### src/rtl/tup_pkg.sv
`default_nettype none
// ---------------------------------------------------------------------------
// Texture upload texel packer package
// Field widths, register indexes and source pixel formats shared by the
// packer, its pack stage and its channel interfaces.
// ---------------------------------------------------------------------------
package tup_pkg;

  localparam int ByteW    = 8;
  localparam int TexelW   = 16;
  localparam int IndexW   = 20;
  localparam int WordW    = 32;
  localparam int HeldW    = 24;
  localparam int CfgIdxW  = 2;
  localparam int CfgDataW = 4;
  localparam int FmtW     = 2;
  localparam int Log2W    = 4;
  localparam int AlignW   = 4;

  localparam logic [AlignW-1:0] AlignReset = 4'd4;

  typedef enum logic [CfgIdxW-1:0] {
    CFG_PIXEL_FORMAT  = 2'd0,
    CFG_WIDTH_LOG2    = 2'd1,
    CFG_HEIGHT_LOG2   = 2'd2,
    CFG_ROW_ALIGNMENT = 2'd3
  } cfg_reg_e;

  typedef enum logic [FmtW-1:0] {
    FMT_RGB888   = 2'd0,
    FMT_RGB565   = 2'd1,
    FMT_RGBA8888 = 2'd2,
    FMT_RGBA5551 = 2'd3
  } pixel_format_e;

endpackage : tup_pkg
`default_nettype wire

### src/rtl/tup_byte_if.sv
`default_nettype none
// ---------------------------------------------------------------------------
// Byte channel
// Valid/ready channel carrying one byte of client pixel data per beat.
// ---------------------------------------------------------------------------
interface tup_byte_if;
  logic                      valid;
  logic                      ready;
  logic [tup_pkg::ByteW-1:0] data_byte;

  modport source (output valid, output data_byte, input ready);
  modport sink   (input valid, input data_byte, output ready);
endinterface : tup_byte_if
`default_nettype wire

### src/rtl/tup_texel_if.sv
`default_nettype none
// ---------------------------------------------------------------------------
// Texel channel
// Valid/ready channel carrying one packed texel, its index and the
// end-of-image flag per beat.
// ---------------------------------------------------------------------------
interface tup_texel_if;
  logic                       valid;
  logic                       ready;
  logic [tup_pkg::TexelW-1:0] texel;
  logic [tup_pkg::IndexW-1:0] texel_index;
  logic                       last_texel;

  modport source (output valid, output texel, output texel_index, output last_texel,
                  input ready);
  modport sink   (input valid, input texel, input texel_index, input last_texel,
                  output ready);
endinterface : tup_texel_if
`default_nettype wire

### src/rtl/tup_pack.sv
`default_nettype none
// ---------------------------------------------------------------------------
// Texel pack stage
// Slices a gathered source pixel into the 5-6-5 or R5 G5 A1 B5 texel layout.
// ---------------------------------------------------------------------------
module tup_pack (
  input  var tup_pkg::pixel_format_e        fmt_i,
  input  var logic [tup_pkg::WordW-1:0]     word_i,
  output var logic [tup_pkg::TexelW-1:0]    texel_o
);

  logic [7:0]  b0, b1, b2, b3;
  logic [15:0] p;

  assign b0 = word_i[7:0];
  assign b1 = word_i[15:8];
  assign b2 = word_i[23:16];
  assign b3 = word_i[31:24];
  assign p  = word_i[15:0];

  always_comb begin
    unique case (fmt_i)
      tup_pkg::FMT_RGB888:   texel_o = {b0[7:3], b1[7:2], b2[7:3]};
      tup_pkg::FMT_RGB565:   texel_o = p;
      // Alpha takes the top bit of the fourth byte and sits between G and B.
      tup_pkg::FMT_RGBA8888: texel_o = {b0[7:3], b1[7:3], b3[7], b2[7:3]};
      tup_pkg::FMT_RGBA5551: texel_o = {p[15:11], p[10:6], p[0], p[5:1]};
      default:               texel_o = p;
    endcase
  end

endmodule : tup_pack
`default_nettype wire

### src/rtl/texture_upload_texel_packer_unit.sv
`default_nettype none
// ---------------------------------------------------------------------------
// Texture upload texel packer
// Packs client pixel bytes into 16-bit texels, skipping row padding, and
// tags each texel with its row-major index and an end-of-image flag.
// ---------------------------------------------------------------------------
// Path: a texel is packed from the input register into the texel register.
// Throughput: one byte per cycle; the input register and the texel register
// both move on whenever the texel register is empty or being taken.
// Reset: clears configuration to its defaults (alignment of four), all
// counters, the held bytes and both valid flags. A configuration write
// restarts the image.
module texture_upload_texel_packer_unit #(
  parameter int MAX_SIZE_LOG2 = 10
) (
  input  var logic                          clk_i,
  input  var logic                          rst_ni,
  input  var logic                          cfg_we_i,
  input  var logic [tup_pkg::CfgIdxW-1:0]   cfg_idx_i,
  input  var logic [tup_pkg::CfgDataW-1:0]  cfg_data_i,
  tup_byte_if.sink                          byte_i,
  tup_texel_if.source                       texel_o
);

  localparam int CntW = MAX_SIZE_LOG2 + 1;
  localparam int RbcW = MAX_SIZE_LOG2 + 3;
  localparam int IdxW = (2 * CntW > tup_pkg::IndexW) ? 2 * CntW : tup_pkg::IndexW;
  localparam logic [tup_pkg::Log2W-1:0] MaxLog2 = tup_pkg::Log2W'(MAX_SIZE_LOG2);

  // Configuration
  tup_pkg::pixel_format_e           fmt_q;
  logic [tup_pkg::Log2W-1:0]        wl_q, hl_q;
  logic [tup_pkg::AlignW-1:0]       align_q;

  // Image walk state
  logic [1:0]                       phase_q, phase_d;
  logic [tup_pkg::HeldW-1:0]        held_q, held_d;
  logic [RbcW-1:0]                  rbc_q, rbc_d;
  logic [tup_pkg::AlignW-1:0]       acnt_q, acnt_d;
  logic [CntW-1:0]                  col_q, col_d;
  logic [CntW-1:0]                  row_q, row_d;

  // Pipeline registers
  logic                             in_valid_q;
  logic [tup_pkg::ByteW-1:0]        byte_q;
  logic                             out_valid_q;
  logic [tup_pkg::TexelW-1:0]       texel_q;
  logic [tup_pkg::IndexW-1:0]       index_q;
  logic                             last_q;

  logic                             advance, in_ready, s1_fire;
  logic [tup_pkg::Log2W-1:0]        wl_c, hl_c;
  logic [CntW-1:0]                  width_w, height_w;
  logic [RbcW-1:0]                  w_bytes, data_bytes, rbc_inc;
  logic [2:0]                       bpp;
  logic [tup_pkg::AlignW-1:0]       align_eff;
  logic                             in_data, complete, last, row_end, emit;
  logic [tup_pkg::WordW-1:0]        word;
  logic [tup_pkg::TexelW-1:0]       texel_d;
  logic [IdxW-1:0]                  idx_full;

  assign advance  = !out_valid_q || texel_o.ready;
  assign in_ready = !in_valid_q || advance;
  assign s1_fire  = in_valid_q && advance;
  assign byte_i.ready = in_ready;

  // Derived image geometry
  assign wl_c     = (wl_q > MaxLog2) ? MaxLog2 : wl_q;
  assign hl_c     = (hl_q > MaxLog2) ? MaxLog2 : hl_q;
  assign width_w  = CntW'(1) << wl_c;
  assign height_w = CntW'(1) << hl_c;
  assign w_bytes  = RbcW'(1) << wl_c;
  assign align_eff = (align_q == '0) ? tup_pkg::AlignW'(1) : align_q;

  always_comb begin
    unique case (fmt_q)
      tup_pkg::FMT_RGB888: begin
        bpp        = 3'd3;
        data_bytes = (w_bytes << 1) + w_bytes;
      end
      tup_pkg::FMT_RGBA8888: begin
        bpp        = 3'd4;
        data_bytes = w_bytes << 2;
      end
      default: begin
        bpp        = 3'd2;
        data_bytes = w_bytes << 1;
      end
    endcase
  end

  assign word = {8'd0, held_q} | (tup_pkg::WordW'(byte_q) << {phase_q, 3'b000});

  tup_pack u_pack (
    .fmt_i   (fmt_q),
    .word_i  (word),
    .texel_o (texel_d)
  );

  assign idx_full = (IdxW'(row_q) << wl_c) + IdxW'(col_q);

  assign in_data  = rbc_q < data_bytes;
  assign complete = in_data && ((3'(phase_q) + 3'd1) >= bpp);
  assign last     = ((col_q + 1'b1) >= width_w) && ((row_q + 1'b1) >= height_w);
  assign emit     = complete;
  assign rbc_inc  = rbc_q + 1'b1;
  // The padded row ends at the first multiple of the alignment at or past
  // the data bytes; the alignment counter tracks that multiple.
  assign row_end  = (rbc_inc >= data_bytes) && ((acnt_q + 1'b1) == align_eff);

  always_comb begin
    phase_d = phase_q;
    held_d  = held_q;
    rbc_d   = rbc_q;
    acnt_d  = acnt_q;
    col_d   = col_q;
    row_d   = row_q;
    if (cfg_we_i) begin
      phase_d = '0;
      held_d  = '0;
      rbc_d   = '0;
      acnt_d  = '0;
      col_d   = '0;
      row_d   = '0;
    end else if (s1_fire) begin
      if (complete && last) begin
        // End of image: everything restarts and trailing padding is not consumed.
        phase_d = '0;
        held_d  = '0;
        rbc_d   = '0;
        acnt_d  = '0;
        col_d   = '0;
        row_d   = '0;
      end else begin
        if (complete) begin
          phase_d = '0;
          held_d  = '0;
          col_d   = col_q + 1'b1;
        end else if (in_data) begin
          held_d  = word[tup_pkg::HeldW-1:0];
          phase_d = phase_q + 1'b1;
        end
        if (row_end) begin
          rbc_d   = '0;
          acnt_d  = '0;
          col_d   = '0;
          phase_d = '0;
          held_d  = '0;
          row_d   = ((row_q + 1'b1) >= height_w) ? '0 : row_q + 1'b1;
        end else begin
          rbc_d   = rbc_inc;
          // The alignment counter holds the row byte position modulo the alignment.
          acnt_d  = ((acnt_q + 1'b1) == align_eff) ? '0 : acnt_q + 1'b1;
        end
      end
    end
  end

  // Configuration registers
  always_ff @(posedge clk_i or negedge rst_ni) begin
    if (!rst_ni) begin
      fmt_q   <= tup_pkg::FMT_RGB888;
      wl_q    <= '0;
      hl_q    <= '0;
      align_q <= tup_pkg::AlignReset;
    end else if (cfg_we_i) begin
      unique case (cfg_idx_i)
        tup_pkg::CFG_PIXEL_FORMAT:  fmt_q   <= tup_pkg::pixel_format_e'(
                                                 cfg_data_i[tup_pkg::FmtW-1:0]);
        tup_pkg::CFG_WIDTH_LOG2:    wl_q    <= cfg_data_i;
        tup_pkg::CFG_HEIGHT_LOG2:   hl_q    <= cfg_data_i;
        tup_pkg::CFG_ROW_ALIGNMENT: align_q <= cfg_data_i;
        default: ;
      endcase
    end
  end

  // Walk state and valid flags
  always_ff @(posedge clk_i or negedge rst_ni) begin
    if (!rst_ni) begin
      phase_q     <= '0;
      held_q      <= '0;
      rbc_q       <= '0;
      acnt_q      <= '0;
      col_q       <= '0;
      row_q       <= '0;
      in_valid_q  <= 1'b0;
      out_valid_q <= 1'b0;
    end else begin
      phase_q <= phase_d;
      held_q  <= held_d;
      rbc_q   <= rbc_d;
      acnt_q  <= acnt_d;
      col_q   <= col_d;
      row_q   <= row_d;
      if (byte_i.valid && in_ready) begin
        in_valid_q <= 1'b1;
      end else if (advance) begin
        in_valid_q <= 1'b0;
      end
      if (advance) begin
        out_valid_q <= s1_fire && emit;
      end
    end
  end

  // Payload registers
  always_ff @(posedge clk_i) begin
    if (byte_i.valid && in_ready) begin
      byte_q <= byte_i.data_byte;
    end
    if (s1_fire && emit) begin
      texel_q <= texel_d;
      index_q <= idx_full[tup_pkg::IndexW-1:0];
      last_q  <= last;
    end
  end

  assign texel_o.valid       = out_valid_q;
  assign texel_o.texel       = texel_q;
  assign texel_o.texel_index = index_q;
  assign texel_o.last_texel  = last_q;

`ifndef NO_ASSERTIONS
  // After the final texel of an image the walk starts again from the origin.
  assert property (@(posedge clk_i) disable iff (!rst_ni)
    s1_fire && emit && last |=> (row_q == '0) && (col_q == '0) && (rbc_q == '0))
    else $error("walk state not cleared after last texel");

  // The byte phase never reaches the pixel size of the current format.
  assert property (@(posedge clk_i) disable iff (!rst_ni)
    (3'(phase_q) < bpp))
    else $error("byte phase beyond pixel size");

  // The alignment counter stays below the effective alignment.
  assert property (@(posedge clk_i) disable iff (!rst_ni)
    (acnt_q < align_eff))
    else $error("alignment counter out of range");

  // A held input beat is neither dropped nor overwritten while the output stalls.
  assert property (@(posedge clk_i) disable iff (!rst_ni)
    in_valid_q && !advance |=> in_valid_q && $stable(byte_q))
    else $error("input register lost a beat");
`endif

endmodule : texture_upload_texel_packer_unit
`default_nettype wire

### src/flat_wrapper.sv
// flat-port wrapper written by rule: the top's interface ports become plain ports
module texture_upload_texel_packer_unit_flat 
#(
  parameter int MAX_SIZE_LOG2 = 10
)
  (clk_i, rst_ni, cfg_we_i, cfg_idx_i, cfg_data_i, byte_i_valid, byte_i_data_byte, byte_i_ready, texel_o_valid, texel_o_texel, texel_o_texel_index, texel_o_last_texel, texel_o_ready);
  tup_byte_if byte_i_i ();
  tup_texel_if texel_o_i ();
  input  var logic clk_i;
  input  var logic rst_ni;
  input  var logic cfg_we_i;
  input  var logic [tup_pkg::CfgIdxW-1:0] cfg_idx_i;
  input  var logic [tup_pkg::CfgDataW-1:0] cfg_data_i;
  input wire logic [$bits(byte_i_i.valid)-1:0] byte_i_valid;
  input wire logic [$bits(byte_i_i.data_byte)-1:0] byte_i_data_byte;
  output wire logic [$bits(byte_i_i.ready)-1:0] byte_i_ready;
  output wire logic [$bits(texel_o_i.valid)-1:0] texel_o_valid;
  output wire logic [$bits(texel_o_i.texel)-1:0] texel_o_texel;
  output wire logic [$bits(texel_o_i.texel_index)-1:0] texel_o_texel_index;
  output wire logic [$bits(texel_o_i.last_texel)-1:0] texel_o_last_texel;
  input wire logic [$bits(texel_o_i.ready)-1:0] texel_o_ready;
  assign byte_i_i.valid = byte_i_valid;
  assign byte_i_i.data_byte = byte_i_data_byte;
  assign byte_i_ready = byte_i_i.ready;
  assign texel_o_valid = texel_o_i.valid;
  assign texel_o_texel = texel_o_i.texel;
  assign texel_o_texel_index = texel_o_i.texel_index;
  assign texel_o_last_texel = texel_o_i.last_texel;
  assign texel_o_i.ready = texel_o_ready;
  texture_upload_texel_packer_unit #(.MAX_SIZE_LOG2(MAX_SIZE_LOG2)) u_core (.clk_i(clk_i), .rst_ni(rst_ni), .cfg_we_i(cfg_we_i), .cfg_idx_i(cfg_idx_i), .cfg_data_i(cfg_data_i), .byte_i(byte_i_i), .texel_o(texel_o_i));
endmodule
### config.mk
export PLATFORM = sky130hd
export DESIGN_NAME = texture_upload_texel_packer_unit_flat
export DESIGN_NICKNAME = d
export VERILOG_FILES = /design/src/rtl/tup_pkg.sv /design/src/rtl/tup_byte_if.sv /design/src/rtl/tup_texel_if.sv /design/src/rtl/tup_pack.sv /design/src/rtl/texture_upload_texel_packer_unit.sv /design/src/flat_wrapper.sv
export SDC_FILE = /design/constraint.sdc
export NUM_CORES = 1
export LEC_CHECK = 0
export BUFFER_PORTS_ARGS = -buffer_cell sky130_fd_sc_hd__buf_4
export CAP_MARGIN = 20
export CORE_AREA = 3 3 131 133
export CTS_CLUSTER_DIAMETER = 80
export DETAILED_ROUTE_END_ITERATION = 7
export DIE_AREA = 0 0 134 136
export GPL_TIMING_DRIVEN = 0
export PLACE_DENSITY = 0.75
export SYNTH_ARGS = -nofsm -noshare
export SYNTH_HDL_FRONTEND = slang
export SYNTH_SLANG_ARGS = --single-unit
### constraint.sdc
create_clock -name clk_i -period 5.52 [get_ports clk_i]
set_clock_uncertainty 0.2 [all_clocks]
set_input_delay 0.828 -clock clk_i [delete_from_list [all_inputs] [get_ports clk_i]]
set_output_delay 0.828 -clock clk_i [all_outputs]
set_load 0.02 [all_outputs]
---- After elaboration in Yosys (flattened, before gate mapping) ----
Cells that the tools add are included.
storage, ports and cells
  register bits after elaboration ......... 126
  bits in latches ......................... 0
  bits in writable memories ............... 0
  ROM bits ................................ 0
  input port bits ......................... 19
  output and inout port bits .............. 39
  word-level logic and storage cells ...... 109
  memories kept ........................... 0
operators by class
  $add $sub $neg .......................... 8
  multipliers ............................. 0
  div/mod/pow operators ................... 0
  magnitude comparators ................... 7
  eq/ne operators ......................... 7
  shifts and indexed selects .............. 5
  multiplexer cells ....................... 39
  bitwise gates (word level) .............. 1
  reduce and logical (&&, ||, !) cells .... 26
operator list
  operator                                               count
  two-way mux 24 bit                                     6
  two-way mux 11 bit                                     10
  case mux 16 bit (4 select lines)                       1
  two-way mux 13 bit                                     4
  two-way mux 4 bit                                      8
  OR 24 x 32 -> 32 bit                                   1
  left shift 8 x 5 -> 32 bit                             1
  case mux 13 bit (2 select lines)                       1
  adder 11 x 1 -> 11 bit (second input constant)         2
  greater-or-equal comparator 11 bit                     2
  left shift 1 x 4 -> 11 bit (first input constant)      2
  adder 20 x 11 -> 20 bit                                1
  left shift 11 x 4 -> 20 bit                            1
  AND reduction 2 bit                                    7
  adder 13 x 1 -> 13 bit (second input constant)         1
  adder 13 bit                                           1
  greater-or-equal comparator 13 bit                     1
  less-than comparator 13 bit                            1
  left shift 1 x 4 -> 13 bit (first input constant)      1
  two-way mux 2 bit                                      6
  equality test 2 bit (second input constant)            4
  greater-than comparator 4 bit (second input constant)  2
  logical AND 1 bit                                      7
  case mux 3 bit (2 select lines)                        1
  15 further kinds                                       21

---- Depth between registers and ports, before layout ----
  depth after elaboration ................. 12
  depth in mapped cells ................... 27
  mapped depth without buffers ............ 23

---- Hierarchy ----
Synthesis repeated with hierarchy kept, for this count alone.
unflattened totals
  cells, all modules ...................... 918
  area total of the unflattened synthesis .. 8958.6 um2
by module, submodules not included
  module                            instances  cells each  area each (um2)  sequential area each (um2)
  texture_upload_texel_packer_unit  1          889         8708.4           3379.5
  tup_pack                          1          29          250.2            0.0

---- Worst setup path after synthesis ----
No wires, ideal clock.
  path type ............................... flip-flop to flip-flop
  from .................................... reg u_core.wl_q[3] in the netlist's numbering
  to ...................................... reg u_core.last_q, in the netlist u_core.texel_o.last_texel (enable)
  library setup time ...................... 392 ps
  data arrival time ....................... 4890 ps
  data required time ...................... 4928 ps
  path slack .............................. 39 ps
  stages on the path, launching flop included .. 24
  clock period less this slack ............ 5481 ps
  cells stage by stage .................... dfrtp_1 buf_6 clkbuf_1 clkinv_1 nand2_1 nor3_1 ha_1 ha_1 a21o_1 o2111ai_1 a21o_1 a21boi_0 nor2_1 xor2_1 o21ai_0 o21ai_0 ha_1 o21ai_0 nor2_1 and4b_1 nor3_1 a311oi_1 nand2_1 inv_1
between the ends
  cells in the longest elaborated chain, start to end .. 8
ends and longest elaborated chain
  element                             RTL line                                 source
  start: declaration                  texture_upload_texel_packer_unit.sv:32   logic [tup_pkg::Log2W-1:0] wl_q, hl_q;
  start signal: assignment            texture_upload_texel_packer_unit.sv:170  tup_pkg::CFG_WIDTH_LOG2: wl_q <= cfg_data_i;
  greater-than comparator 4 bit       texture_upload_texel_packer_unit.sv:68   assign wl_c = (wl_q > MaxLog2) ? MaxLog2 : wl_q;
  two-way mux 4 bit *                 texture_upload_texel_packer_unit.sv:68
  left shift 1 x 4 -> 13 bit *        texture_upload_texel_packer_unit.sv:72   assign w_bytes = RbcW'(1) << wl_c;
  adder 13 bit                        texture_upload_texel_packer_unit.sv:79   data_bytes = (w_bytes << 1) + w_bytes;
  case mux 13 bit (2 select lines) *  texture_upload_texel_packer_unit.sv:76   unique case (fmt_q)
  less-than comparator 13 bit *       texture_upload_texel_packer_unit.sv:102  assign in_data = rbc_q < data_bytes;
  logical AND 1 bit *                 texture_upload_texel_packer_unit.sv:103  assign complete = in_data && ((3'(phase_q) + 3'd1) >= bpp);
  logical AND 1 bit *                 texture_upload_texel_packer_unit.sv:212  if (s1_fire && emit) begin
  end signal: assignment              texture_upload_texel_packer_unit.sv:215  last_q <= last;
  end: declaration                    texture_upload_texel_packer_unit.sv:49   logic last_q;
Every way passes the cells marked *; elsewhere a longest branch is shown, timed or not.
A chain may end at the register's enable or synchronous reset.

---- Worst setup path after layout ----
  from .................................... reg u_core.wl_q[3] in the netlist's numbering
  to ...................................... reg u_core.rbc_q[6]
between the ends
  cells in the longest elaborated chain, start to end .. 11
ends and longest elaborated chain
  element                                                                                   RTL line                                                                          source
  greater-than comparator 4 bit                                                             texture_upload_texel_packer_unit.sv:68
  two-way mux 4 bit *                                                                       texture_upload_texel_packer_unit.sv:68
  left shift 1 x 4 -> 13 bit                                                                texture_upload_texel_packer_unit.sv:72
  adder 13 bit                                                                              texture_upload_texel_packer_unit.sv:79
  case mux 13 bit (2 select lines)                                                          texture_upload_texel_packer_unit.sv:76
  greater-or-equal comparator 13 bit / less-than comparator 13 bit (equally long branches)  texture_upload_texel_packer_unit.sv:109, texture_upload_texel_packer_unit.sv:102
  logical AND 1 bit (on tied branches)                                                      texture_upload_texel_packer_unit.sv:109, texture_upload_texel_packer_unit.sv:103
  two-way mux 13 bit / logical AND 1 bit (equally long branches)                            texture_upload_texel_packer_unit.sv:143, texture_upload_texel_packer_unit.sv:126
  two-way mux 13 bit *                                                                      texture_upload_texel_packer_unit.sv:126                                           if (complete && last) begin
  two-way mux 13 bit *                                                                      texture_upload_texel_packer_unit.sv:125                                           end else if (s1_fire) begin
  two-way mux 13 bit *                                                                      texture_upload_texel_packer_unit.sv:118                                           if (cfg_we_i) begin
  end signal: assignment                                                                    texture_upload_texel_packer_unit.sv:192                                           rbc_q <= rbc_d;
  end: declaration                                                                          texture_upload_texel_packer_unit.sv:38                                            logic [RbcW-1:0] rbc_q, rbc_d;
Every way passes the cells marked *; elsewhere a longest branch is shown, timed or not. The select of a mux whose other input is x is not followed.

==> out/metrics.csv <==
metric,value,unit
status,"finished, final reports clean",
drt_wl_total,22700,µm
rows,46,
cts_htree_levels,4,
grt_pass1_vias,6978,
yosysTopAreaCell,dfrtp_1,
synth_fa_ha_area_share,10.9,%
async_reset_ff_share,63.4,%
dominantRegCellSynth,dfrtp_1,
syn_to_final_growth,21.3,%
final-max-slew-violation-count,0,
rr_worst_depth,24,
pin_count,58,
busiest_layer,met2,
vias,7613,
p_leak,0.00465,µW
grt_max_degree,79,
min_period,5.42,ns
dieArea,18200,µm²
place_inst,1203,
synth_compound_area_share,17.9,%
synth_edf_count,45,
numCtsBuffers,17,
timing.rr.end,u_core.rbc_q[6]$_DFFE_PN0P_,
ys_ff_latch,123,
root_buffer,clkbuf_16,
final_cells,1262,
place_ws,-1.14,ns
postCtsHoldBufs,0,
via_per_inst,6.03,
critPathKind,flip-flop to flip-flop,
yosysUniqueCellTypes,72,
max_slew_margin,50.4,%
synth_nets,1023,
path_clk_slew,0.06,ns
netlist_top_cells_area,"dfrtp_1 (22%), edfxtp_1 (15%), ha_1 (10%), nand2_1 (3.4%), xnor2_1 (3.4%)",
synthCells,930,
tritoncts,done,
synth_top_area_share,21.9,%
drive_gt1_share,22.3,%
synthMuxAreaShare,6.94,%
syn_area_per_cell,9.44,µm²
critPathLaunchType,flip-flop,
fmax,185,MHz
die_x,134,µm
gp_congestion,0.923,
synth_common_cells,"nand2_1 (80), dfrtp_1 (77), nor2_1 (74), ha_1 (73), a21oi_1 (57)",
hold_viol,0,
cts.sinks,123,
grtUsageTotal,24.7,%
grt_pass1_wl,35600,µm
yosys_warnings,0,
antenna_found_initial,0,
power_density,381,nW/µm²
required,5.68,ns
rrSetupSlack,0.10,ns
overflow,0,
tightest_slew,0.742,ns
post-route-period-util,98.1,%
worstPathArrival,5.58,ns
yosys.area_share.xor_xnor,5.49,%
clock_latency,0.43,ns
dp_hpwl,16300,µm
setup_slack,0.102,ns
crit_fanout,10,
ir_drop,0.000294,V
core-area,15900,µm²
nets,1126,
syn-cell-area,8780,µm²
end_kind,flip-flop,
timing.rr.start,u_core.wl_q[3]$_DFFE_PN0P_,
power.total,4050,µW
hold_class,primary input to asynchronous set/reset pin,
yosysMostFrequentCell,nand2_1,
met3_usage,4.81,%
num_antenna_cells,0,
grt_use_met2,39.4,%
dieHeight,136,µm
ant_nets,0,
drc,0,
drt_iter0_markers,661,
max_cap_violations,0,
fill_cells,1249,
first_pass_iters,5,
setup_viol,0,
synth_seq_area_share,37.6,%
use_met1,34.6,%
cts_buffer_depth,2,
wl_per_cell,18.0,µm
synth_top_family_by_area,compound AO/OA/AOI/OAI gates,
synth-simple-area-share,17.3,%
start_util,55.1,%
fin_setup_tns,0,ns
port_buffers,56,
-- layout make-up --
class                   instances  area (µm²)  share of cell area (%)
clock buffers                  18         429                    4.03
flip-flops and latches        123        3310                    31.0
plain buffers                  35         218                    2.04
multi-input cells             724        5420                    50.9
repair buffers                 86         703                    6.60
well taps                     216         270                    2.54
clock inverters                14         114                    1.07
inverters                      46         194                    1.82
-- layout by cell type (no fill, tap or decap), types with 18 or more instances in the layout --
master | synthesis | layout
o21ai_0 | 54 | 46
clkbuf_16 | 0 | 18
nand3_1 | 36 | 36
nor2_1 | 74 | 67
xnor2_1 | 34 | 34
nand2_1 | 80 | 78
a31oi_1 | 21 | 20
a21oi_1 | 57 | 53
xor2_1 | 21 | 21
inv_1 | 44 | 42
edfxtp_1 | 45 | 45
buf_4 | 0 | 85
ha_1 | 73 | 69
dfrtp_1 | 77 | 75
clkbuf_1 | 30 | 20
mux2_2 | 21 | 21
-- cell families (layout without fill, tap and decap cells) --
group,Yosys count,count (layout)
compound gates,241,241
xor+xnor,55,55
buf+inv,83,199
flops,123,123
mux,47,47
simple gates,304,304
other cells,1,1
fa+ha+maj,76,76
-- sequential cells by signal, indices dropped and copies added (netlist names), 8 cells and up --
| register | count |
|---|---|
| u_core.texel_o.texel | 16 |
| u_core.row_q | 11 |
| u_core.byte_q | 8 |
| u_core.rbc_q | 13 |
| u_core.col_q | 11 |
| u_core.held_q | 21 |
| u_core.texel_o.texel_index | 20 |
-- per-layer routing --
layer  routed length [µm]  share of wire, %
met5                    0                 0
met4                  458               2.0
met3                 1750               7.7
met2                10600                46
met1                 9960                44
-- worst max-delay path: stages (launching register included) --
cell and delay [ns]:
dfrtp_1 0.38, buf_8 0.15, or4b_4 0.54, inv_2 0.10, ha_4 0.14, buf_4 0.10
a41o_1 0.20, a31oi_2 0.12, o21bai_1 0.25, a21oi_2 0.12, o21ai_2 0.17, xnor2_1 0.13
o21ai_1 0.10, o21ai_2 0.29, ha_1 0.30, a22oi_2 0.16, nand2_1 0.10, or2_2 0.29
o311a_4 0.15, a32oi_2 0.24, a21boi_4 0.12, buf_4 0.17, nor3_2 0.49, a21o_1 0.21
a22o_1 0.13
-- power by group --
group / internal, µW / switching, µW
sequential: 1200 / 131
clock: 582 / 447
combinational: 700 / 993
-- worst max path at each step --
stage / startpoint / end / slack, ns / cells after the start
after floorplan: u_core.wl_q[3]$_DFFE_PN0P_ / u_core.texel_o.last_texel$_DFFE_PP_ / 0.04 / 23
after global placement: u_core.wl_q[3]$_DFFE_PN0P_ / u_core.texel_o.texel_index[0]$_DFFE_PP_ / -1.48 / 22
after detailed placement: u_core.wl_q[3]$_DFFE_PN0P_ / u_core.held_q[22]$_DFFE_PN0P_ / -1.14 / 25
after CTS: u_core.wl_q[3]$_DFFE_PN0P_ / u_core.col_q[7]$_DFFE_PN0P_ / -0.002 / 27
after global routing: u_core.wl_q[1]$_DFFE_PN0P_ / u_core.row_q[8]$_DFFE_PN0P_ / -0.11 / 25
final: u_core.wl_q[3]$_DFFE_PN0P_ / u_core.rbc_q[6]$_DFFE_PN0P_ / 0.10 / 24
-- metrics by stage --
step	instance area, µm²	util [%]	hold slack, ns
2_1_floorplan	8780	-	0.263
3_3_place_gp	9470	59.4	0.274
3_5_place_dp	9500	59.6	0.284
4_1_cts	10200	63.8	0.297
5_1_grt	10700	66.8	0.0850
6_report	10700	66.8	0.0911
-- what timing repair did --
item / CTS / global route
endpoints found under the setup margin: 100 / 99
resized for setup: 37 / 73
hold endpoints to repair: 0 / 0
setup buffers: 3 / 22
pin swaps: 3 / 19
gates cloned: 0 / 3
Power figures use the tool's default switching activity.
